[config.mk]
export PLATFORM = sky130hd
export DESIGN_NAME = cell_handover_decider
export DESIGN_NICKNAME = d
export VERILOG_FILES = /design/src/rtl/chd_pkg.sv /design/src/rtl/chd_divider.sv /design/src/rtl/chd_datapath.sv /design/src/rtl/chd_controller.sv /design/src/rtl/cell_handover_decider.sv
export SDC_FILE = /design/constraint.sdc
export NUM_CORES = 1
export LEC_CHECK = 0
export BUFFER_PORTS_ARGS = -buffer_cell sky130_fd_sc_hd__buf_2
export CORE_ASPECT_RATIO = 0.6
export CORE_MARGIN = 10
export CORE_UTILIZATION = 53
export CTS_CLUSTER_DIAMETER = 50
export DETAILED_ROUTE_END_ITERATION = 10
export GPL_TIMING_DRIVEN = 0
export PLACE_DENSITY = 0.71
export SLEW_MARGIN = 40
export SYNTH_ARGS = -nofsm -noshare
export SYNTH_HDL_FRONTEND = slang
export SYNTH_SLANG_ARGS = --single-unit
[constraint.sdc]
create_clock -name clock -period 10 [get_ports clock]
set_input_delay 1.5 -clock clock [delete_from_list [all_inputs] [get_ports clock]]
set_output_delay 1.5 -clock clock [all_outputs]
set_load 0.01 [all_outputs]
[src/rtl/chd_pkg.sv]
// Package with the types, constants and codes shared by the handover decider modules.
package chd_pkg;

   localparam int CELL_ID_BITS   = 8;
   localparam int LEVEL_BITS     = 16;
   localparam int MIN_LEVEL_BITS = 16;
   localparam int DIVISOR_BITS   = 8;
   localparam int TICK_BITS      = 16;
   localparam int CSR_INDEX_BITS = 3;
   localparam int CSR_DATA_BITS  = 16;
   localparam int EVENT_BITS     = 4;
   localparam int CMP_BITS       =
      ((LEVEL_BITS > MIN_LEVEL_BITS) ? LEVEL_BITS : MIN_LEVEL_BITS) + 1;
   localparam int DIV_COUNT_BITS = $clog2(LEVEL_BITS);

   localparam int LEVEL_MIN_INT  = -(1 <<< (LEVEL_BITS - 1));
   localparam int VERY_BAD_INT   = (-15984 < LEVEL_MIN_INT) ? LEVEL_MIN_INT : -15984;

   typedef logic [CELL_ID_BITS-1:0]  cell_id_type;
   typedef logic [LEVEL_BITS-1:0]    level_type;
   typedef logic [TICK_BITS-1:0]     tick_count_type;
   typedef logic [DIVISOR_BITS-1:0]  divisor_type;
   typedef logic [CMP_BITS-1:0]      cmp_level_type;

   localparam level_type VERY_BAD_LEVEL = LEVEL_BITS'(VERY_BAD_INT);
   localparam logic [MIN_LEVEL_BITS-1:0] MIN_LEVEL_RESET = MIN_LEVEL_BITS'(-1600);

   localparam logic [CSR_INDEX_BITS-1:0] CSR_HANDOVER_ENABLE   = 3'd0;
   localparam logic [CSR_INDEX_BITS-1:0] CSR_MIN_LEVEL         = 3'd1;
   localparam logic [CSR_INDEX_BITS-1:0] CSR_HYSTERESIS_DIV    = 3'd2;
   localparam logic [CSR_INDEX_BITS-1:0] CSR_START_DELAY       = 3'd3;
   localparam logic [CSR_INDEX_BITS-1:0] CSR_HANDOVER_LATENCY  = 3'd4;

   localparam logic REQ_MEASUREMENT = 1'b0;
   localparam logic REQ_TICK        = 1'b1;

   typedef enum logic [EVENT_BITS-1:0] {
      EV_NONE             = 4'd0,
      EV_DISABLED         = 4'd1,
      EV_WEAK             = 4'd2,
      EV_BUSY             = 4'd3,
      EV_SERVING_STRONGER = 4'd4,
      EV_SERVING_REFRESH  = 4'd5,
      EV_NEW_CANDIDATE    = 4'd6,
      EV_SERVING_LOST     = 4'd7,
      EV_STARTED          = 4'd8,
      EV_COMPLETED        = 4'd9
   } event_code_type;

   typedef enum logic [1:0] {
      ST_IDLE,
      ST_EXEC,
      ST_DIV_WAIT,
      ST_OUT
   } ctrl_state_type;

   typedef struct packed {
      logic capture;
      logic exec;
      logic load_out;
   } cmd_type;

   typedef struct packed {
      logic div_needed;
      logic div_done;
      logic out_free;
   } status_type;

   function automatic cmp_level_type ext_level(input level_type value);
      ext_level = {{(CMP_BITS - LEVEL_BITS){value[LEVEL_BITS-1]}}, value};
   endfunction

   function automatic cmp_level_type ext_min(input logic [MIN_LEVEL_BITS-1:0] value);
      ext_min = {{(CMP_BITS - MIN_LEVEL_BITS){value[MIN_LEVEL_BITS-1]}}, value};
   endfunction

endpackage

[src/rtl/chd_divider.sv]
// Iterative signed level by unsigned divisor division, one quotient bit per cycle.
module chd_divider (
   input  logic                 clock,
   input  logic                 reset,
   input  logic                 start,
   input  chd_pkg::level_type   dividend,
   input  chd_pkg::divisor_type divisor,
   output logic                 done,
   output chd_pkg::level_type   quotient
);

   logic                                busy_ff;
   logic                                done_ff;
   logic [chd_pkg::DIV_COUNT_BITS-1:0]  count_ff;
   chd_pkg::level_type                  quo_ff;
   chd_pkg::divisor_type                rem_ff;
   chd_pkg::divisor_type                divisor_ff;
   logic                                neg_ff;

   logic [chd_pkg::DIVISOR_BITS:0]      rem_shift;
   logic [chd_pkg::DIVISOR_BITS:0]      rem_diff;
   logic                                quo_bit;
   chd_pkg::divisor_type                rem_in;
   chd_pkg::level_type                  magnitude;

   assign magnitude = dividend[chd_pkg::LEVEL_BITS-1] ? (~dividend + 1'b1) : dividend;
   assign rem_shift = {rem_ff, quo_ff[chd_pkg::LEVEL_BITS-1]};
   assign rem_diff  = rem_shift - {1'b0, divisor_ff};
   assign quo_bit   = (rem_shift >= {1'b0, divisor_ff});
   assign rem_in    = quo_bit ? rem_diff[chd_pkg::DIVISOR_BITS-1:0]
                              : rem_shift[chd_pkg::DIVISOR_BITS-1:0];

   always_ff @(posedge clock) begin
      if (reset) begin
         busy_ff  <= 1'b0;
         done_ff  <= 1'b0;
         count_ff <= '0;
      end else if (start) begin
         busy_ff  <= 1'b1;
         done_ff  <= 1'b0;
         count_ff <= '0;
      end else if (busy_ff) begin
         count_ff <= count_ff + 1'b1;
         if (count_ff == chd_pkg::DIV_COUNT_BITS'(chd_pkg::LEVEL_BITS - 1)) begin
            busy_ff <= 1'b0;
            done_ff <= 1'b1;
         end
      end else begin
         done_ff <= 1'b0;
      end
   end

   always_ff @(posedge clock) begin
      if (start) begin
         quo_ff     <= magnitude;
         rem_ff     <= '0;
         divisor_ff <= divisor;
         neg_ff     <= dividend[chd_pkg::LEVEL_BITS-1];
      end else if (busy_ff) begin
         quo_ff <= {quo_ff[chd_pkg::LEVEL_BITS-2:0], quo_bit};
         rem_ff <= rem_in;
      end
   end

   assign done     = done_ff;
   assign quotient = (divisor_ff == '0) ? '0 : (neg_ff ? (~quo_ff + 1'b1) : quo_ff);

endmodule

[src/rtl/chd_datapath.sv]
// Datapath with configuration, decision state, timers, threshold divider and result register.
module chd_datapath (
   input  logic                                  clock,
   input  logic                                  reset,
   input  chd_pkg::cmd_type                      cmd,
   output chd_pkg::status_type                   status,
   input  logic                                  req_type,
   input  chd_pkg::cell_id_type                  req_source_cell,
   input  chd_pkg::level_type                    req_level,
   input  logic                                  csr_valid,
   input  logic [chd_pkg::CSR_INDEX_BITS-1:0]    csr_index,
   input  logic [chd_pkg::CSR_DATA_BITS-1:0]     csr_wdata,
   output logic                                  rsp_valid,
   input  logic                                  rsp_ready,
   output logic [chd_pkg::EVENT_BITS-1:0]        rsp_event_code,
   output chd_pkg::cell_id_type                  rsp_serving_cell,
   output chd_pkg::cell_id_type                  rsp_candidate_cell,
   output chd_pkg::level_type                    rsp_candidate_level,
   output logic                                  rsp_handover_busy
);

   logic                                enable_ff;
   logic [chd_pkg::MIN_LEVEL_BITS-1:0]  min_level_ff;
   chd_pkg::divisor_type                divisor_ff;
   chd_pkg::tick_count_type             start_delay_ff;
   chd_pkg::tick_count_type             latency_ff;

   logic                                type_ff;
   chd_pkg::cell_id_type                src_ff;
   chd_pkg::level_type                  level_ff;

   chd_pkg::cell_id_type                serving_ff, serving_in;
   chd_pkg::cell_id_type                cand_id_ff, cand_id_in;
   chd_pkg::level_type                  cand_lvl_ff, cand_lvl_in;
   chd_pkg::level_type                  thr_ff;
   logic                                start_armed_ff, start_armed_in;
   chd_pkg::tick_count_type             start_count_ff, start_count_in;
   logic                                finish_armed_ff, finish_armed_in;
   chd_pkg::tick_count_type             finish_count_ff, finish_count_in;
   chd_pkg::event_code_type             event_ff, event_in;
   logic                                thr_clear;
   logic                                div_needed;
   chd_pkg::level_type                  div_dividend;
   logic                                div_done;
   chd_pkg::level_type                  div_quotient;

   logic                                rsp_valid_ff;
   logic [chd_pkg::EVENT_BITS-1:0]      rsp_event_ff;
   chd_pkg::cell_id_type                rsp_serving_ff;
   chd_pkg::cell_id_type                rsp_cand_id_ff;
   chd_pkg::level_type                  rsp_cand_lvl_ff;
   logic                                rsp_busy_ff;

   chd_pkg::cmp_level_type              lvl_ext;
   chd_pkg::cmp_level_type              min_ext;
   chd_pkg::cmp_level_type              bar_ext;
   chd_pkg::tick_count_type             half_latency;

   assign lvl_ext      = chd_pkg::ext_level(level_ff);
   assign min_ext      = chd_pkg::ext_min(min_level_ff);
   assign bar_ext      = chd_pkg::ext_level(cand_lvl_ff) + chd_pkg::ext_level(thr_ff);
   assign half_latency = latency_ff >> 1;

   always_ff @(posedge clock) begin
      if (reset) begin
         enable_ff      <= 1'b0;
         min_level_ff   <= chd_pkg::MIN_LEVEL_RESET;
         divisor_ff     <= '0;
         start_delay_ff <= chd_pkg::TICK_BITS'(1);
         latency_ff     <= '0;
      end else if (csr_valid) begin
         case (csr_index)
            chd_pkg::CSR_HANDOVER_ENABLE: begin
               enable_ff <= csr_wdata[0];
            end
            chd_pkg::CSR_MIN_LEVEL: begin
               min_level_ff <= csr_wdata[chd_pkg::MIN_LEVEL_BITS-1:0];
            end
            chd_pkg::CSR_HYSTERESIS_DIV: begin
               divisor_ff <= csr_wdata[chd_pkg::DIVISOR_BITS-1:0];
            end
            chd_pkg::CSR_START_DELAY: begin
               start_delay_ff <= csr_wdata[chd_pkg::TICK_BITS-1:0];
            end
            chd_pkg::CSR_HANDOVER_LATENCY: begin
               latency_ff <= csr_wdata[chd_pkg::TICK_BITS-1:0];
            end
            default: begin
            end
         endcase
      end
   end

   always_ff @(posedge clock) begin
      if (cmd.capture) begin
         type_ff  <= req_type;
         src_ff   <= req_source_cell;
         level_ff <= req_level;
      end
   end

   always_comb begin
      event_in        = chd_pkg::EV_NONE;
      serving_in      = serving_ff;
      cand_id_in      = cand_id_ff;
      cand_lvl_in     = cand_lvl_ff;
      start_armed_in  = start_armed_ff;
      start_count_in  = start_count_ff;
      finish_armed_in = finish_armed_ff;
      finish_count_in = finish_count_ff;
      thr_clear       = 1'b0;
      div_needed      = 1'b0;
      div_dividend    = level_ff;
      if (type_ff == chd_pkg::REQ_TICK) begin
         div_dividend = cand_lvl_ff;
         if (finish_armed_ff) begin
            if (finish_count_ff > chd_pkg::TICK_BITS'(1)) begin
               finish_count_in = finish_count_ff - 1'b1;
            end else begin
               finish_armed_in = 1'b0;
               finish_count_in = '0;
               serving_in      = cand_id_ff;
               div_needed      = 1'b1;
               event_in        = chd_pkg::EV_COMPLETED;
            end
         end else if (start_armed_ff) begin
            if (start_count_ff > chd_pkg::TICK_BITS'(1)) begin
               start_count_in = start_count_ff - 1'b1;
            end else begin
               start_armed_in = 1'b0;
               start_count_in = '0;
               if (serving_ff != cand_id_ff) begin
                  finish_armed_in = 1'b1;
                  event_in        = chd_pkg::EV_STARTED;
                  if (serving_ff == '0) begin
                     finish_count_in = latency_ff - half_latency;
                  end else if (cand_id_ff == '0) begin
                     finish_count_in = half_latency;
                  end else begin
                     finish_count_in = latency_ff;
                  end
               end
            end
         end
      end else if (finish_armed_ff) begin
         event_in = chd_pkg::EV_BUSY;
      end else if (!enable_ff) begin
         event_in = chd_pkg::EV_DISABLED;
      end else if (src_ff == '0) begin
         event_in = chd_pkg::EV_NONE;
      end else if ((src_ff != serving_ff) && ($signed(lvl_ext) < $signed(min_ext))) begin
         event_in = chd_pkg::EV_WEAK;
      end else if ($signed(lvl_ext) > $signed(bar_ext)) begin
         cand_lvl_in = level_ff;
         div_needed  = 1'b1;
         if (src_ff == serving_ff) begin
            cand_id_in     = serving_ff;
            start_armed_in = 1'b0;
            start_count_in = '0;
            event_in       = chd_pkg::EV_SERVING_STRONGER;
         end else begin
            cand_id_in = src_ff;
            if (!start_armed_ff) begin
               start_armed_in = 1'b1;
               start_count_in = start_delay_ff;
            end
            event_in = chd_pkg::EV_NEW_CANDIDATE;
         end
      end else if (src_ff != serving_ff) begin
         event_in = chd_pkg::EV_NONE;
      end else if ($signed(lvl_ext) >= $signed(min_ext)) begin
         cand_lvl_in = level_ff;
         div_needed  = 1'b1;
         event_in    = chd_pkg::EV_SERVING_REFRESH;
      end else if (cand_id_ff == serving_ff) begin
         cand_id_in  = '0;
         cand_lvl_in = chd_pkg::VERY_BAD_LEVEL;
         thr_clear   = 1'b1;
         if (!start_armed_ff) begin
            start_armed_in = 1'b1;
            start_count_in = start_delay_ff;
         end
         event_in = chd_pkg::EV_SERVING_LOST;
      end
   end

   always_ff @(posedge clock) begin
      if (reset) begin
         serving_ff      <= '0;
         cand_id_ff      <= '0;
         cand_lvl_ff     <= chd_pkg::VERY_BAD_LEVEL;
         thr_ff          <= '0;
         start_armed_ff  <= 1'b0;
         start_count_ff  <= '0;
         finish_armed_ff <= 1'b0;
         finish_count_ff <= '0;
         event_ff        <= chd_pkg::EV_NONE;
      end else begin
         if (cmd.exec) begin
            serving_ff      <= serving_in;
            cand_id_ff      <= cand_id_in;
            cand_lvl_ff     <= cand_lvl_in;
            start_armed_ff  <= start_armed_in;
            start_count_ff  <= start_count_in;
            finish_armed_ff <= finish_armed_in;
            finish_count_ff <= finish_count_in;
            event_ff        <= event_in;
         end
         if (cmd.exec && thr_clear) begin
            thr_ff <= '0;
         end else if (div_done) begin
            thr_ff <= div_quotient;
         end
      end
   end

   chd_divider u_divider (
      .clock    (clock),
      .reset    (reset),
      .start    (cmd.exec && div_needed),
      .dividend (div_dividend),
      .divisor  (divisor_ff),
      .done     (div_done),
      .quotient (div_quotient)
   );

   always_ff @(posedge clock) begin
      if (reset) begin
         rsp_valid_ff <= 1'b0;
      end else if (cmd.load_out) begin
         rsp_valid_ff <= 1'b1;
      end else if (rsp_ready) begin
         rsp_valid_ff <= 1'b0;
      end
   end

   always_ff @(posedge clock) begin
      if (cmd.load_out) begin
         rsp_event_ff    <= event_ff;
         rsp_serving_ff  <= serving_ff;
         rsp_cand_id_ff  <= cand_id_ff;
         rsp_cand_lvl_ff <= cand_lvl_ff;
         rsp_busy_ff     <= finish_armed_ff;
      end
   end

   assign status.div_needed = div_needed;
   assign status.div_done   = div_done;
   assign status.out_free   = !rsp_valid_ff || rsp_ready;

   assign rsp_valid           = rsp_valid_ff;
   assign rsp_event_code      = rsp_event_ff;
   assign rsp_serving_cell    = rsp_serving_ff;
   assign rsp_candidate_cell  = rsp_cand_id_ff;
   assign rsp_candidate_level = rsp_cand_lvl_ff;
   assign rsp_handover_busy   = rsp_busy_ff;

endmodule

[src/rtl/chd_controller.sv]
// Controller state machine that sequences capture, decision, threshold division and result.
module chd_controller (
   input  logic                 clock,
   input  logic                 reset,
   input  logic                 req_valid,
   output logic                 req_ready,
   input  chd_pkg::status_type  status,
   output chd_pkg::cmd_type     cmd
);

   chd_pkg::ctrl_state_type state_ff, state_in;

   always_ff @(posedge clock) begin
      if (reset) begin
         state_ff <= chd_pkg::ST_IDLE;
      end else begin
         state_ff <= state_in;
      end
   end

   always_comb begin
      state_in  = state_ff;
      req_ready = 1'b0;
      cmd       = '0;
      case (state_ff)
         chd_pkg::ST_IDLE: begin
            req_ready   = 1'b1;
            cmd.capture = req_valid;
            if (req_valid) begin
               state_in = chd_pkg::ST_EXEC;
            end
         end
         chd_pkg::ST_EXEC: begin
            cmd.exec = 1'b1;
            state_in = status.div_needed ? chd_pkg::ST_DIV_WAIT : chd_pkg::ST_OUT;
         end
         chd_pkg::ST_DIV_WAIT: begin
            if (status.div_done) begin
               state_in = chd_pkg::ST_OUT;
            end
         end
         chd_pkg::ST_OUT: begin
            if (status.out_free) begin
               cmd.load_out = 1'b1;
               state_in     = chd_pkg::ST_IDLE;
            end
         end
         default: begin
            state_in = chd_pkg::ST_IDLE;
         end
      endcase
   end

endmodule

[src/rtl/cell_handover_decider.sv]
// Top level of the cell handover decider with hysteresis.
//
//   Channel   Direction   Handshake              Payload
//   req_      in          req_valid/req_ready    req_type, req_source_cell, req_level
//   rsp_      out         rsp_valid/rsp_ready    event code, cells, candidate level, busy
//   csr_      in          csr_valid/csr_ready    csr_index, csr_wdata
//
// A request that leaves the threshold unchanged passes from IDLE through EXEC to OUT, where
// its result is loaded; a request that recomputes the threshold also waits in DIV_WAIT for
// the bit-serial threshold divider.
// One request is in work at a time; the next is accepted while a result waits in the
// output register.
// Reset is synchronous and restores the detached state and the register defaults.
// A stalled result holds the controller in its OUT state until the output register frees.
module cell_handover_decider (
   input  logic                                  clock,
   input  logic                                  reset,
   input  logic                                  req_valid,
   output logic                                  req_ready,
   input  logic                                  req_type,
   input  chd_pkg::cell_id_type                  req_source_cell,
   input  chd_pkg::level_type                    req_level,
   output logic                                  rsp_valid,
   input  logic                                  rsp_ready,
   output logic [chd_pkg::EVENT_BITS-1:0]        rsp_event_code,
   output chd_pkg::cell_id_type                  rsp_serving_cell,
   output chd_pkg::cell_id_type                  rsp_candidate_cell,
   output chd_pkg::level_type                    rsp_candidate_level,
   output logic                                  rsp_handover_busy,
   input  logic                                  csr_valid,
   output logic                                  csr_ready,
   input  logic [chd_pkg::CSR_INDEX_BITS-1:0]    csr_index,
   input  logic [chd_pkg::CSR_DATA_BITS-1:0]     csr_wdata
);

   chd_pkg::cmd_type    cmd;
   chd_pkg::status_type status;

   assign csr_ready = 1'b1;

   chd_controller u_controller (
      .clock     (clock),
      .reset     (reset),
      .req_valid (req_valid),
      .req_ready (req_ready),
      .status    (status),
      .cmd       (cmd)
   );

   chd_datapath u_datapath (
      .clock               (clock),
      .reset               (reset),
      .cmd                 (cmd),
      .status              (status),
      .req_type            (req_type),
      .req_source_cell     (req_source_cell),
      .req_level           (req_level),
      .csr_valid           (csr_valid),
      .csr_index           (csr_index),
      .csr_wdata           (csr_wdata),
      .rsp_valid           (rsp_valid),
      .rsp_ready           (rsp_ready),
      .rsp_event_code      (rsp_event_code),
      .rsp_serving_cell    (rsp_serving_cell),
      .rsp_candidate_cell  (rsp_candidate_cell),
      .rsp_candidate_level (rsp_candidate_level),
      .rsp_handover_busy   (rsp_handover_busy)
   );

`ifndef NO_ASSERTIONS
   a_accept_then_exec: assert property (@(posedge clock) disable iff (reset)
      (req_valid && req_ready) |=> (cmd.exec && !req_ready))
      else $error("Accepted request was not executed in the following cycle.");

   a_load_only_when_free: assert property (@(posedge clock) disable iff (reset)
      cmd.load_out |-> status.out_free)
      else $error("Result loaded while the previous result was still waiting.");

   a_load_gives_valid: assert property (@(posedge clock) disable iff (reset)
      cmd.load_out |=> (rsp_valid && req_ready))
      else $error("Loaded result is not presented or controller did not return to idle.");
`endif

endmodule
== Word level (Yosys, flattened, before mapping) ==
Cells that the tools add are included.

* Add/sub/neg operators: 8
* $mul: 0
* Divide/modulo/power cells: 0
* $lt $le $gt $ge: 6
* Equal/unequal tests: 23
* Shift operators: 0
* Muxes and demuxes: 104
* Bitwise logic cells: 8
* Reduce and logical (&&, ||, !) cells: 35

{| class="wikitable"
|+ Operator list
! operator !! number
|-
| two-way mux 16 bit || 31
|-
| two-way mux 4 bit || 13
|-
| two-way mux 1 bit || 48
|-
| two-way mux 8 bit || 6
|-
| adder 16 x 1 -> 16 bit, second input constant || 2
|-
| greater-than comparator 16 x 1 -> 1 bit, second input constant || 2
|-
| zero test 8 bit || 4
|-
| inverter 16 bit || 2
|-
| subtractor 16 x 1 -> 16 bit, second input constant || 2
|-
| AND reduction 9 bit || 2
|-
| adder 16 x 16 -> 17 bit || 1
|-
| greater-than comparator 16 x 17 -> 1 bit || 1
|-
| equality test 8 bit || 2
|-
| greater-or-equal comparator 16 bit || 1
|-
| less-than comparator 16 bit || 1
|-
| != test 8 bit || 2
|-
| AND reduction 8 bit || 2
|-
| subtractor 16 x 15 -> 16 bit || 1
|-
| AND reduction 2 bit || 6
|-
| nonzero test 2 bit || 6
|-
| != test 2 x 1 -> 1 bit, second input constant || 5
|-
| greater-or-equal comparator 9 x 8 -> 1 bit || 1
|-
| two-way mux 2 bit || 4
|-
| != test 2 bit, second input constant || 4
|-
| other kinds (24) || 35
|}

* Register bits: 247
* Latch bits: 0
* Memory bits (writable): 0
* Memory bits (read-only): 0
* Bits of input ports: 49
* Output and inout port bits: 40
* Word-level logic and storage cells: 215
* Memories kept: 0

== Depth between registers and ports, before layout ==
Gate-level depths: netlist of the first run.

* Word-level depth: 12
* Mapped depth: 21

== Modules after synthesis ==
Synthesis of the first run repeated with hierarchy kept, for this count alone.

* Cells, all modules: 1,577
* Area, all modules: 13,953.4 µm²

{| class="wikitable"
|+ By module, submodules not included
! module !! instances !! cells each !! area an instance (µm²)
|-
| chd_datapath || 1 || 1,247 || 11,080.6
|-
| chd_divider || 1 || 304 || 2,651.3
|-
| chd_controller || 1 || 24 || 210.2
|-
| cell_handover_decider || 1 || 2 || 11.3
|}

== Worst setup path before layout of the first run ==
OpenSTA, ideal clock, no wires.

* Path kind: register to register
* From: register u_datapath.cand_lvl_ff[0]
* To: register u_datapath.u_divider.quo_ff[0], enable pin
* Setup time: 334 ps
* Data arrival time: 4,316 ps
* Data required time: 9,666 ps
* Path slack: 5,351 ps
* Cell stages (with the launch flop): 21
* Path buffers: 1
* Clock period less this slack: 4,649 ps
* Cell sequence: dfxtp_1 -> ha_1 -> inv_1 -> fa_1 -> nor2b_1 -> o21ai_0 -> a21oi_1 -> o211ai_1 -> a31oi_1 -> a2111o_1 -> o311ai_0 -> ha_1 -> nand4_1 -> nor4_2 -> o31ai_1 -> a211o_1 -> a31oi_4 -> o221ai_2 -> a21boi_4 -> buf_4 -> or2_2

* Longest elaborated chain between the ends: 10

{| class="wikitable"
|+ Ends and longest elaborated chain
! what !! RTL line !! text
|-
| start, declared || chd_datapath.sv:34 || <nowiki>chd_pkg::level_type cand_lvl_ff, cand_lvl_in;</nowiki>
|-
| start signal, assigned || chd_datapath.sv:191 || <nowiki>cand_lvl_ff <= chd_pkg::VERY_BAD_LEVEL;</nowiki>
|-
| start signal, assigned || chd_datapath.sv:202 || <nowiki>cand_lvl_ff <= cand_lvl_in;</nowiki>
|-
| adder 16 x 16 -> 17 bit || chd_datapath.sv:61 || <nowiki>assign bar_ext = chd_pkg::ext_level(cand_lvl_ff) + chd_pkg::ext_level(thr_ff);</nowiki>
|-
| greater-than comparator 16 x 17 -> 1 bit || chd_datapath.sv:153 || <nowiki>end else if ($signed(lvl_ext) > $signed(bar_ext)) begin</nowiki>
|-
| two-way mux 1 bit || chd_datapath.sv:153 ||
|-
| two-way mux 1 bit || chd_datapath.sv:151 || <nowiki>end else if ((src_ff != serving_ff) && ($signed(lvl_ext) < $signed(min_ext))) begin</nowiki>
|-
| two-way mux 1 bit || chd_datapath.sv:149 || <nowiki>end else if (src_ff == '0) begin</nowiki>
|-
| two-way mux 1 bit || chd_datapath.sv:147 || <nowiki>end else if (!enable_ff) begin</nowiki>
|-
| two-way mux 1 bit || chd_datapath.sv:145 || <nowiki>end else if (finish_armed_ff) begin</nowiki>
|-
| two-way mux 1 bit || chd_datapath.sv:114 || <nowiki>if (type_ff == chd_pkg::REQ_TICK) begin</nowiki>
|-
| logical AND 1 bit || chd_datapath.sv:220 || <nowiki>.start (cmd.exec && div_needed),</nowiki>
|-
| nonzero test 2 bit (no line) || - ||
|-
| end signal, assigned || chd_divider.sv:55 || <nowiki>quo_ff <= magnitude;</nowiki>
|-
| end signal, assigned || chd_divider.sv:60 || <nowiki>quo_ff <= {quo_ff[chd_pkg::LEVEL_BITS-2:0], quo_bit};</nowiki>
|-
| end, declared || chd_divider.sv:15 || <nowiki>chd_pkg::level_type quo_ff;</nowiki>
|}

Every way passes these cells.
A chain may end at the register's enable or synchronous reset.

== Final worst setup path of the first run ==
* From: register u_datapath.cand_lvl_ff[0]
* To: register u_datapath.u_divider.quo_ff[15], enable pin

Same word-level chain as after synthesis.

==> flow_summary.toml, run 1 <==
[status]
status = "finished clean"

[route]
top_layer = "met4"
avgRoutedWirePerCell_um = 21.3
wl_met1_um = 20800
drc = 0
detailed_route_via_count = 12500
ant_nets = 0
drt_iter0_markers = 1282
final_routed_wirelength_um = 43300
wl_met2_um = 16000
post_drt_via_cell_ratio = 6.14
detailed_router_iteration_count_before_antenna_repair = 5
route.met3.wl_um = 5590

[min_path]
worstHoldEndpoint = "u_datapath.rsp_handover_busy"
worstHoldStart = "u_datapath.finish_armed_ff"
hold_path_class = "flip-flop to flip-flop"
timing.hold.worst_path_depth = 0

[worst_setup_path]
critical_path_at_ns = 6.30
worstSetupStartpointType = "flip-flop"
required_time_reported_for_the_critical_path_endpoint_ns = 10.19
critical_path_top_delay_cell = "nor4_2"
worst_path_dominant_cell_family = "compound AO/OA/AOI/OAI gates"
critPathBufInv = 2
critical_path.cell_chain = "ha_1 > inv_1 > fa_1 > nor2b_1 > o21ai_0 > a21oi_1 > o211ai_1 > a31oi_1 > a2111o_1 > o311ai_0 > ha_1 > nand4_1 > nor4_2 > o31ai_1 > a211o_1 > a31oi_4 > o221ai_2 > a21boi_4 > buf_4 > or2_2"
worst_path_most_repeated_cell = "ha_1"
timing.rr.start = "u_datapath.cand_lvl_ff[0]"
worst-r2r-cell-count = 20
setup.reg_to_reg.worst_slack_ns = 3.89
critical_path_s_largest_stage_delay_ns = 0.47
crit_fanout = 16
cp_endpoint_kind = "flip-flop"
setup.worst_path.start = "u_datapath.cand_lvl_ff[0]"
criticalPathCategory = "flip-flop to flip-flop"
rr_endpoint = "u_datapath.u_divider.quo_ff[15]"

[floorplanning]
core_mm2 = 0.0255
design.portCount = 89
die_width_um = 229
dieArea_mm2 = 0.0332
die_h_um = 145
initial_core_util_pct = 54.4
floorplan.rows = 45

[cts]
cts_num_sinks = 247
holdBufCountCts = 0
tritoncts = "yes"
ctsLongestPathBuffers = 3
cts_setup_buffers = 0
clk-insertion-delay-late_ns = 0.56
clockRootBuffer = "clkbuf_16"
tritoncts.num_buffers = 27
path_clk_slew_ns = 0.07
htreeDepth = 1
resized_gates_after_cts = 0

[sta]
timing_hold_violations_final = 0
layout_min_cycle_time_ns = 6.11
timing_worst_slew_pin_value_ns = 0.812
worst_clock_skew_ns = 0.0291
final.setup.tns_ns = 0
finalSetupViolations = 0
clock.fmax_mhz = 164
hold_ws_ns = 0.437
drv_slew = 0
worst_slew_margin_rel_pct = 45.3
rsz0062_at_grt = "false"
final_min_period_over_clock_period_pct = 61.1

[layout]
flow.area_growth_from_synthesis_pct = 13.8
top_library_cells_by_usage_in_the_layout_fill_and_taps_aside = "183 x nand2_1, 160 x dfxtp_1, 148 x a21oi_1, 114 x nor2_1, 100 x buf_2"
layout_commonest_cell = "nand2_1"
antenna_cells = 0
design.final.nets = 1792
final_design_area_no_fill_mm2 = 0.0158
final_layout_size_suffix_gt1_share_pct = 12.2
nFillCells = 2213

[logic_synthesis]
syn_nets = 1674
synthesis.area_per_instance_um2 = 9.01
synth_sequential_area_ratio_pct = 41.9
ranking_of_synthesized_cells_by_area = "dfxtp_1 23%, edfxtp_1 19%, ha_1 7.5%"
synth_edf_count = 87
ys_ff_latch = 247
yosys_synthesis_warning_count = 0
synthFlopType = "dfxtp_1"
synth_async_sr_flop_share_pct = 0
synthesis.instances = 1539
synth_top_area_share_pct = 23.1
syn-cell-area_mm2 = 0.0139
synth_cell_type_count = 83
synth_largest_area_cell = "dfxtp_1"

[grt]
grt_start_max_net_pins = 19
grt_antenna_before_repair = 0
number_of_global_route_vias_before_repair = 11200
grtUsageTotal_pct = 24.7
grt-ovfl-total = 0
first_pass_grt_wire_length_um = 65600

[flow_run]
maxCapViolCount = 0

[pwr]
cell_area_power_density_mw_per_mm2 = 170
leakage_power_nw = 6.22
ir_worst_vdd_v = 0.000138

[placement]
dp_hpwl_um = 33100
dpl-instance-area_mm2 = 0.0148
buffer_ports.inserted = 86
place.gp.congestion = 1.03
[routing by layer]
layer	vias to the layer above	track usage (%)
met5	-	0
met4	0	5.93
li1	5799	-
met3	59	7.48
met1	5934	38.6
met2	679	31.3
[power breakdown]
group | switching (mW) | internal [mW]
Sequential | 0.0606 | 1.10
Combinational | 0.305 | 0.182
Clock | 0.465 | 0.574
[kinds of logic after synthesis]
logic type,count (synthesis),synth area share [%]
mux,52,4.11
other cells,1,0.0270
fa+ha+maj,86,7.92
simple gates,522,18.1
flops,247,41.9
compound gates,398,18.7
xor+xnor,69,4.36
buf+inv,164,4.80
[synthesized netlist by cell type, types with 7 or more instances]
master / count
nand2_1: 183
dfxtp_1: 160
a21oi_1: 149
nor2_1: 114
inv_1: 93
edfxtp_1: 87
ha_1: 83
o21ai_0: 70
clkbuf_1: 44
nor3_1: 44
mux2i_1: 39
xor2_1: 36
xnor2_1: 33
nand3_1: 28
nor2b_1: 25
nor4_1: 20
or3_1: 20
o211ai_1: 18
a211oi_1: 17
nand2b_1: 16
nand4_1: 16
a31oi_1: 14
a22oi_1: 13
buf_2: 13
o21a_1: 12
a22o_1: 11
and3_1: 11
o221ai_1: 11
mux2_4: 9
or2_2: 9
nor4b_1: 8
buf_1: 7
o22ai_1: 7
or4_1: 7
[worst max-delay path by stage]
stage / to / slack [ns] / cells after the start
2_1_floorplan: u_datapath.u_divider.quo_ff[0] / 5.35 / 20
3_3_place_gp: u_datapath.u_divider.quo_ff[11] / 4.22 / 20
3_5_place_dp: u_datapath.u_divider.quo_ff[11] / 4.13 / 20
4_1_cts: u_datapath.u_divider.quo_ff[15] / 4.02 / 20
5_1_grt: u_datapath.u_divider.quo_ff[15] / 3.54 / 20
6_report: u_datapath.u_divider.quo_ff[15] / 3.89 / 20
[area by class of cell]
type / count / area, µm² / area share [%]
clock inverter: 16 / 136 / 0.864
clock buffer: 34 / 786 / 4.98
buffer: 71 / 318 / 2.01
timing repair buffer: 89 / 513 / 3.25
tap: 352 / 440 / 2.79
multi-input combinational: 1128 / 7420 / 47.0
inverter: 93 / 349 / 2.21
sequential: 247 / 5820 / 36.9
[worst register-to-register path, cell delays in order (launching register included)]
cell	delay (ns)
dfxtp_1	0.40
ha_1	0.21
inv_1	0.06
fa_1	0.45
nor2b_1	0.14
o21ai_0	0.13
a21oi_1	0.36
o211ai_1	0.23
a31oi_1	0.37
a2111o_1	0.21
o311ai_0	0.21
ha_1	0.40
nand4_1	0.19
nor4_2	0.47
o31ai_1	0.14
a211o_1	0.37
a31oi_4	0.23
o221ai_2	0.16
a21boi_4	0.28
buf_4	0.30
or2_2	0.43
[sequential cells by signal, summed over array words and instances (netlist names), 8 cells and up]
signal                           count
u_datapath.start_delay_ff           16
u_datapath.min_level_ff             16
u_datapath.rsp_candidate_level      16
u_datapath.src_ff                    8
u_datapath.divisor_ff                8
u_datapath.u_divider.quo_ff         16
u_datapath.finish_count_ff          16
u_datapath.cand_id_ff                8
u_datapath.thr_ff                   16
u_datapath.serving_ff                8
u_datapath.latency_ff               16
u_datapath.u_divider.divisor_ff      8
u_datapath.rsp_candidate_cell        8
u_datapath.rsp_serving_cell          8
u_datapath.cand_lvl_ff              16
u_datapath.u_divider.rem_ff          8
u_datapath.level_ff                 16
u_datapath.start_count_ff           16
[metrics by stage]
stage               utilization [%]  setup WS [ns]  std cells  total power [mW]
floorplan                         -           5.35       1539              1.47
global placement               57.8           4.22       1977              1.63
global route                   61.9           3.54       2030              2.78
finish                         61.9           3.89       2030              2.69
detailed placement             58.2           4.13       1980              1.65
CTS                            61.8           4.02       2030              2.69
No activity file was read; power rests on OpenSTA's default activity.
==> run 2, diff against run 1 <==
- ABC_AREA: not set -> 1
- clock period: 10 -> 6.05 ns (I/O delays scaled with it)
==> run 2 against run 1 <==
Synthesized cell count increased by 19%. Area after synthesis increased by 0.98%. Final area decreased by 0.57%. Worst hold slack got worse by 0.0063 ns. Routed wire length decreased by 1.8%. Clock power increased by 44%. Via count increased by 4.9%. Maximum frequency increased by 19%. First-iteration DRC count increased by 11%. Die area increased by 0.87%. Final cell count increased by 14%. Worst setup slack got worse by 3.0 ns. Critical path type unchanged. Critical endpoint is now u_datapath.u_divider.quo_ff[5].
==> flow_summary.toml, run 2 <==
[status]
status = "finished clean"

[logic_synthesis]
ys_ff_latch = 247
synth_cell_type_count = 56
synth_edf_count = 87
synth_sequential_area_ratio_pct = 41.5
synthFlopType = "dfxtp_1"
ranking_of_synthesized_cells_by_area = "dfxtp_1 23%, edfxtp_1 19%, nand2_1 9.7%"
synthTopCellsByCount = "361 x nand2_1, 214 x nor2_1, 193 x inv_1"
synth_most_common_cell = "nand2_1"
synthesis.area_per_instance_um2 = 7.66
synth_async_sr_flop_share_pct = 0
synthesis.instances = 1827
synth_top_area_share_pct = 22.9
syn-cell-area_mm2 = 0.0140
yosys_synthesis_warning_count = 0
synth_largest_area_cell = "dfxtp_1"
syn_nets = 1962

[sta]
timing.final.ws_setup_ns = 0.906
timing_worst_slew_pin_value_ns = 0.869
drv_slew = 0
worst_clock_skew_ns = 0.0250
clock.fmax_mhz = 194
final.setup.tns_ns = 0
finalSetupViolations = 0
timing_hold_violations_final = 0
worst_slew_margin_rel_pct = 42.1
final_min_period_over_clock_period_pct = 85.0
layout_min_cycle_time_ns = 5.14
rsz0062_at_grt = "false"

[cts]
htreeDepth = 1
holdBufCountCts = 0
clockRootBuffer = "clkbuf_16"
clk-insertion-delay-late_ns = 0.54
cts_setup_buffers = 0
ctsLongestPathBuffers = 3
path_clk_slew_ns = 0.07
tritoncts.num_buffers = 25
tritoncts = "yes"
resized_gates_after_cts = 0
cts_num_sinks = 247

[floorplanning]
design.portCount = 89
dieArea_mm2 = 0.0335
core_mm2 = 0.0256
die_width_um = 230
floorplan.rows = 45
die_h_um = 146
initial_core_util_pct = 54.7

[placement]
dpl-instance-area_mm2 = 0.0149
dp_hpwl_um = 32900
place.gp.congestion = 0.964
pre_cts_setup_slack_ns = 1.03
buffer_ports.inserted = 87

[route]
avgRoutedWirePerCell_um = 18.4
detailed_route_via_count = 13100
final_routed_wirelength_um = 42500
ant_nets = 0
detailed_router_iteration_count_before_antenna_repair = 8
drt_iter0_markers = 1417
drc = 0
post_drt_via_cell_ratio = 5.65

[layout]
layout_commonest_cell = "nand2_1"
top_library_cells_by_usage_in_the_layout_fill_and_taps_aside = "361 x nand2_1, 214 x nor2_1, 192 x inv_1, 181 x o21ai_0, 178 x a21oi_1"
final_layout_size_suffix_gt1_share_pct = 9.64
flow.area_growth_from_synthesis_pct = 12.0
utilization_pct = 61.2
design.final.nets = 2078
final_design_area_no_fill_mm2 = 0.0157

[pwr]
post-layout-total-power_mw = 4.68
ir_worst_vdd_v = 0.000263
leakage_power_nw = 6.97
cell_area_power_density_mw_per_mm2 = 298

[flow_run]
maxCapViolCount = 0

[worst_setup_path]
cp_endpoint_kind = "flip-flop"
required_time_reported_for_the_critical_path_endpoint_ns = 6.21
worstSetupStartpointType = "flip-flop"
critical_path_at_ns = 5.30
criticalPathCategory = "flip-flop to flip-flop"
crit_fanout = 16

[grt]
grt-ovfl-total = 0
grt_start_max_net_pins = 26
grtUsageTotal_pct = 24.5
first_pass_grt_wire_length_um = 66400
grt_antenna_before_repair = 0
number_of_global_route_vias_before_repair = 12000

[min_path]
hold_path_class = "flip-flop to flip-flop"
## run 2: cell types whose count changed after synthesis, sizes merged, moves of 17 or more
cell,before,now
a21oi,149,186
inv,93,199
mux2i,39,8
nand2,184,368
nand3,29,62
nor2,114,216
nor2b,25,0
nor4,22,3
o21ai,74,197
or3,20,1
xnor2,33,16
## run 2: worst paths after layout
kind,start,endpoint,slack [ns],cells past startpoint
max,u_datapath.cand_lvl_ff[0],u_datapath.u_divider.quo_ff[5],0.91,23
min,u_datapath.event_ff[0],u_datapath.rsp_event_code[0],0.43,0
max reg2reg,u_datapath.cand_lvl_ff[0],u_datapath.u_divider.quo_ff[5],0.91,23
min reg2reg,u_datapath.event_ff[0],u_datapath.rsp_event_code[0],0.43,0
## run 2: kinds of logic after synthesis
kind of cell             share of synthesized area, %
buffers and inverters                            7.44
XOR/XNOR                                         3.69
adder cells (fa/ha/maj)                          7.85
AND/OR/NAND/NOR                                  21.2
flip-flops                                       41.5
other                                          0.0268
AO/OA/AOI/OAI                                    17.7
multiplexers                                    0.572
## run 2: final cells by class
class	count	area (µm²)
antenna	1	2.50
buffer	59	280
clock buffer	33	666
clock inverter	12	100
fill	2332	9930
inverter	202	763
multi-input combinational	1319	7160
sequential	247	5820
tap	352	440
timing repair buffer	89	465
## run 2: stage by stage
| step | hold slack, ns | cells |
|---|---|---|
| floorplan | 0.403 | 1827 |
| global placement | 0.415 | 2266 |
| detailed placement | 0.414 | 2268 |
| CTS | 0.429 | 2313 |
| global route | 0.437 | 2313 |
| finish | 0.430 | 2314 |
## run 2: per-layer routing
metal,wire length (µm),up-vias,track usage [%]
met5,0,-,0
met4,750,0,4.88
met3,5450,62,9.60
met2,16100,616,32.9
met1,20200,6037,36.0
li1,-,6368,-
## run 2: report_power, final
group	internal, mW	switching (mW)
sequential	1.85	0.0994
clock	0.823	0.681
combinational	0.407	0.825
## run 2: worst max-delay path, cell delays in order, from the launching register on
cell and delay (ns):
dfxtp_1 0.41, ha_1 0.17, inv_1 0.06, fa_1 0.47, o211ai_1 0.45, nand3_1 0.14, o2111ai_1 0.16, nand3_1 0.15
nand2_1 0.08, nand2_1 0.08, a22oi_1 0.18, ha_1 0.29, a21oi_1 0.16, nand2_1 0.07, a21oi_1 0.23, nand4_2 0.23
nand3_2 0.14, inv_2 0.06, nor2_8 0.18, nand2_4 0.13, nand2_1 0.08, nand2_1 0.08, buf_2 0.21, nand2_1 0.54
==> run 3, diff against run 2 <==
- CTS_BUF_LIST: not set -> sky130_fd_sc_hd__clkbuf_4
- GPL_TIMING_DRIVEN: 0 -> 1
==> run 3 against run 2 <==
Clock skew increased by 0.015 ns. Highest routed layer unchanged. Worst hold slack got worse by 0.093 ns. Power decreased by 2.5%. Clock-buffer cell count increased by 64. Sequential power about the same. Combinational power decreased by 3%. Worst setup slack improved by 0.023 ns. Final area decreased by 1.3%. Critical path type unchanged. Sequential share of layout area increased by 0.48 points.
==> flow_summary.toml, run 3 (synthesis results as in run 2) <==
[status]
status = "finished clean"

[sta]
clock.fmax_mhz = 195
rsz0062_at_grt = "false"
layout_min_cycle_time_ns = 5.12
timing.final.ws_setup_ns = 0.930
finalSetupViolations = 0
worst_slew_margin_rel_pct = 42.9
final.setup.tns_ns = 0
timing_hold_violations_final = 0
final_min_period_over_clock_period_pct = 84.6
drv_slew = 0
worst_clock_skew_ns = 0.0397
timing_worst_slew_pin_value_ns = 0.854

[route]
ant_nets = 0
drc = 0
detailed_router_iteration_count_before_antenna_repair = 7
post_drt_via_cell_ratio = 5.59
drt_iter0_markers = 1468
avgRoutedWirePerCell_um = 17.7
final_routed_wirelength_um = 41100
detailed_route_via_count = 13000

[worst_setup_path]
criticalPathCategory = "flip-flop to flip-flop"
critical_path_top_delay_cell = "fa_1"
worst-r2r-cell-count = 26
worst_path_dominant_cell_family = "simple AND/OR/NAND/NOR gates"
critical_path_s_largest_stage_delay_ns = 0.46
worst_path_most_repeated_cell = "nand2_1"
worstSetupStartpointType = "flip-flop"
critPathBufInv = 4
cp_num_cells = 26
cp_endpoint_kind = "flip-flop"
crit_fanout = 16
setup.reg_to_reg.worst_slack_ns = 0.93
critical_path_at_ns = 5.59
required_time_reported_for_the_critical_path_endpoint_ns = 6.52
timing.rr.start = "u_datapath.cand_lvl_ff[0]"
setup.worst_path.start = "u_datapath.cand_lvl_ff[0]"

[grt]
first_pass_grt_wire_length_um = 63800
grt_start_max_net_pins = 81
met2_usage_pct = 29.4
number_of_global_route_vias_before_repair = 11600
grt-ovfl-total = 0
grt_busiest_layer = "met1"
grtUsageTotal_pct = 23.4
grt_use_met3_pct = 6.90
met1_usage_pct = 36.8
grt_antenna_before_repair = 0

[placement]
dp_hpwl_um = 30000
dpl-instance-area_mm2 = 0.0147
placed_cells_incl_taps = 2218
place.gp.congestion = 0.942
pre_cts_setup_slack_ns = 1.09
buffer_ports.inserted = 87

[cts]
htreeDepth = 2
tritoncts = "yes"
cts_setup_buffers = 0
clk-insertion-delay-late_ns = 0.74
tritoncts.num_buffers = 57
clockRootBuffer = "clkbuf_4"
path_clk_slew_ns = 0.07
ctsLongestPathBuffers = 3
holdBufCountCts = 0
resized_gates_after_cts = 0
cts_num_sinks = 247

[pwr]
p_comb_share_pct = 26.0
power_frac_seq_pct = 42.9
switching_power_mw = 1.61
cell_area_power_density_mw_per_mm2 = 295
power.share.clock_pct = 31.1
ir_worst_vdd_v = 0.000193
swShare_pct = 35.2
p_int_mw = 2.96
leakage_power_nw = 6.97

[layout]
design.final.nets = 2060
antenna_cells = 0
nFillCells = 2318
layout_commonest_cell = "nand2_1"
top_library_cells_by_usage_in_the_layout_fill_and_taps_aside = "361 x nand2_1, 214 x nor2_1, 191 x inv_1, 181 x o21ai_0, 178 x a21oi_1"
fin_cells = 2326
final_layout_size_suffix_gt1_share_pct = 12.3
final_design_area_no_fill_mm2 = 0.0155
flow.area_growth_from_synthesis_pct = 10.6

[floorplanning]
die_width_um = 230
core_mm2 = 0.0256
die_h_um = 146
floorplan.rows = 45
dieArea_mm2 = 0.0335
design.portCount = 89
initial_core_util_pct = 54.7

[min_path]
worstHoldStart = "req_level[13]"
hold_path_class = "input port to flip-flop"
timing.hold.worst_path_depth = 1

[flow_run]
maxCapViolCount = 0
==> run 3: area by class of cell <==
class / count / area (µm²) / share of cell area [%]
clock inverter: 11 / 46.3 / 0.299
inverter: 202 / 763 / 4.93
tap: 352 / 440 / 2.84
timing repair buffer: 98 / 518 / 3.34
multi-input combinational: 1319 / 7180 / 46.3
sequential: 247 / 5820 / 37.5
clock buffer: 97 / 728 / 4.70
==> run 3: path summary, 6_finish.rpt <==
path | end
setup reg to reg | u_datapath.u_divider.quo_ff[0]
hold reg to reg | u_datapath.u_divider.divisor_ff[2]
hold / removal | u_datapath.level_ff[13]
setup / recovery | u_datapath.u_divider.quo_ff[0]
==> run 3: metrics by stage <==
step / hold WS [ns] / power [mW] / util (%)
after detailed placement: 0.415 / 3.14 / 57.4
after floorplan: 0.403 / 2.79 / -
after global placement: 0.412 / 3.12 / 57.4
final: 0.337 / 4.57 / 60.5
after global routing: 0.287 / 4.81 / 60.5
after CTS: 0.280 / 4.56 / 60.4
==> run 3: power groups by stage <==
| stage | logic, mW | registers (mW) | clock network [mW] |
|---|---|---|---|
| after floorplan | 0.838 | 1.95 | 0 |
| after global placement | 1.13 | 1.99 | 0 |
| after detailed placement | 1.15 | 1.99 | 0 |
| after CTS | 1.16 | 1.95 | 1.45 |
| after global routing | 1.31 | 1.97 | 1.53 |
| final | 1.19 | 1.96 | 1.42 |
==> run 3: layer usage <==
layer  share of wire [%]  vias to the layer above
met3                  13                       64
li1                    -                     6362
met2                  37                      667
met5                   0                        -
met4                 1.9                        0
met1                  49                     5915
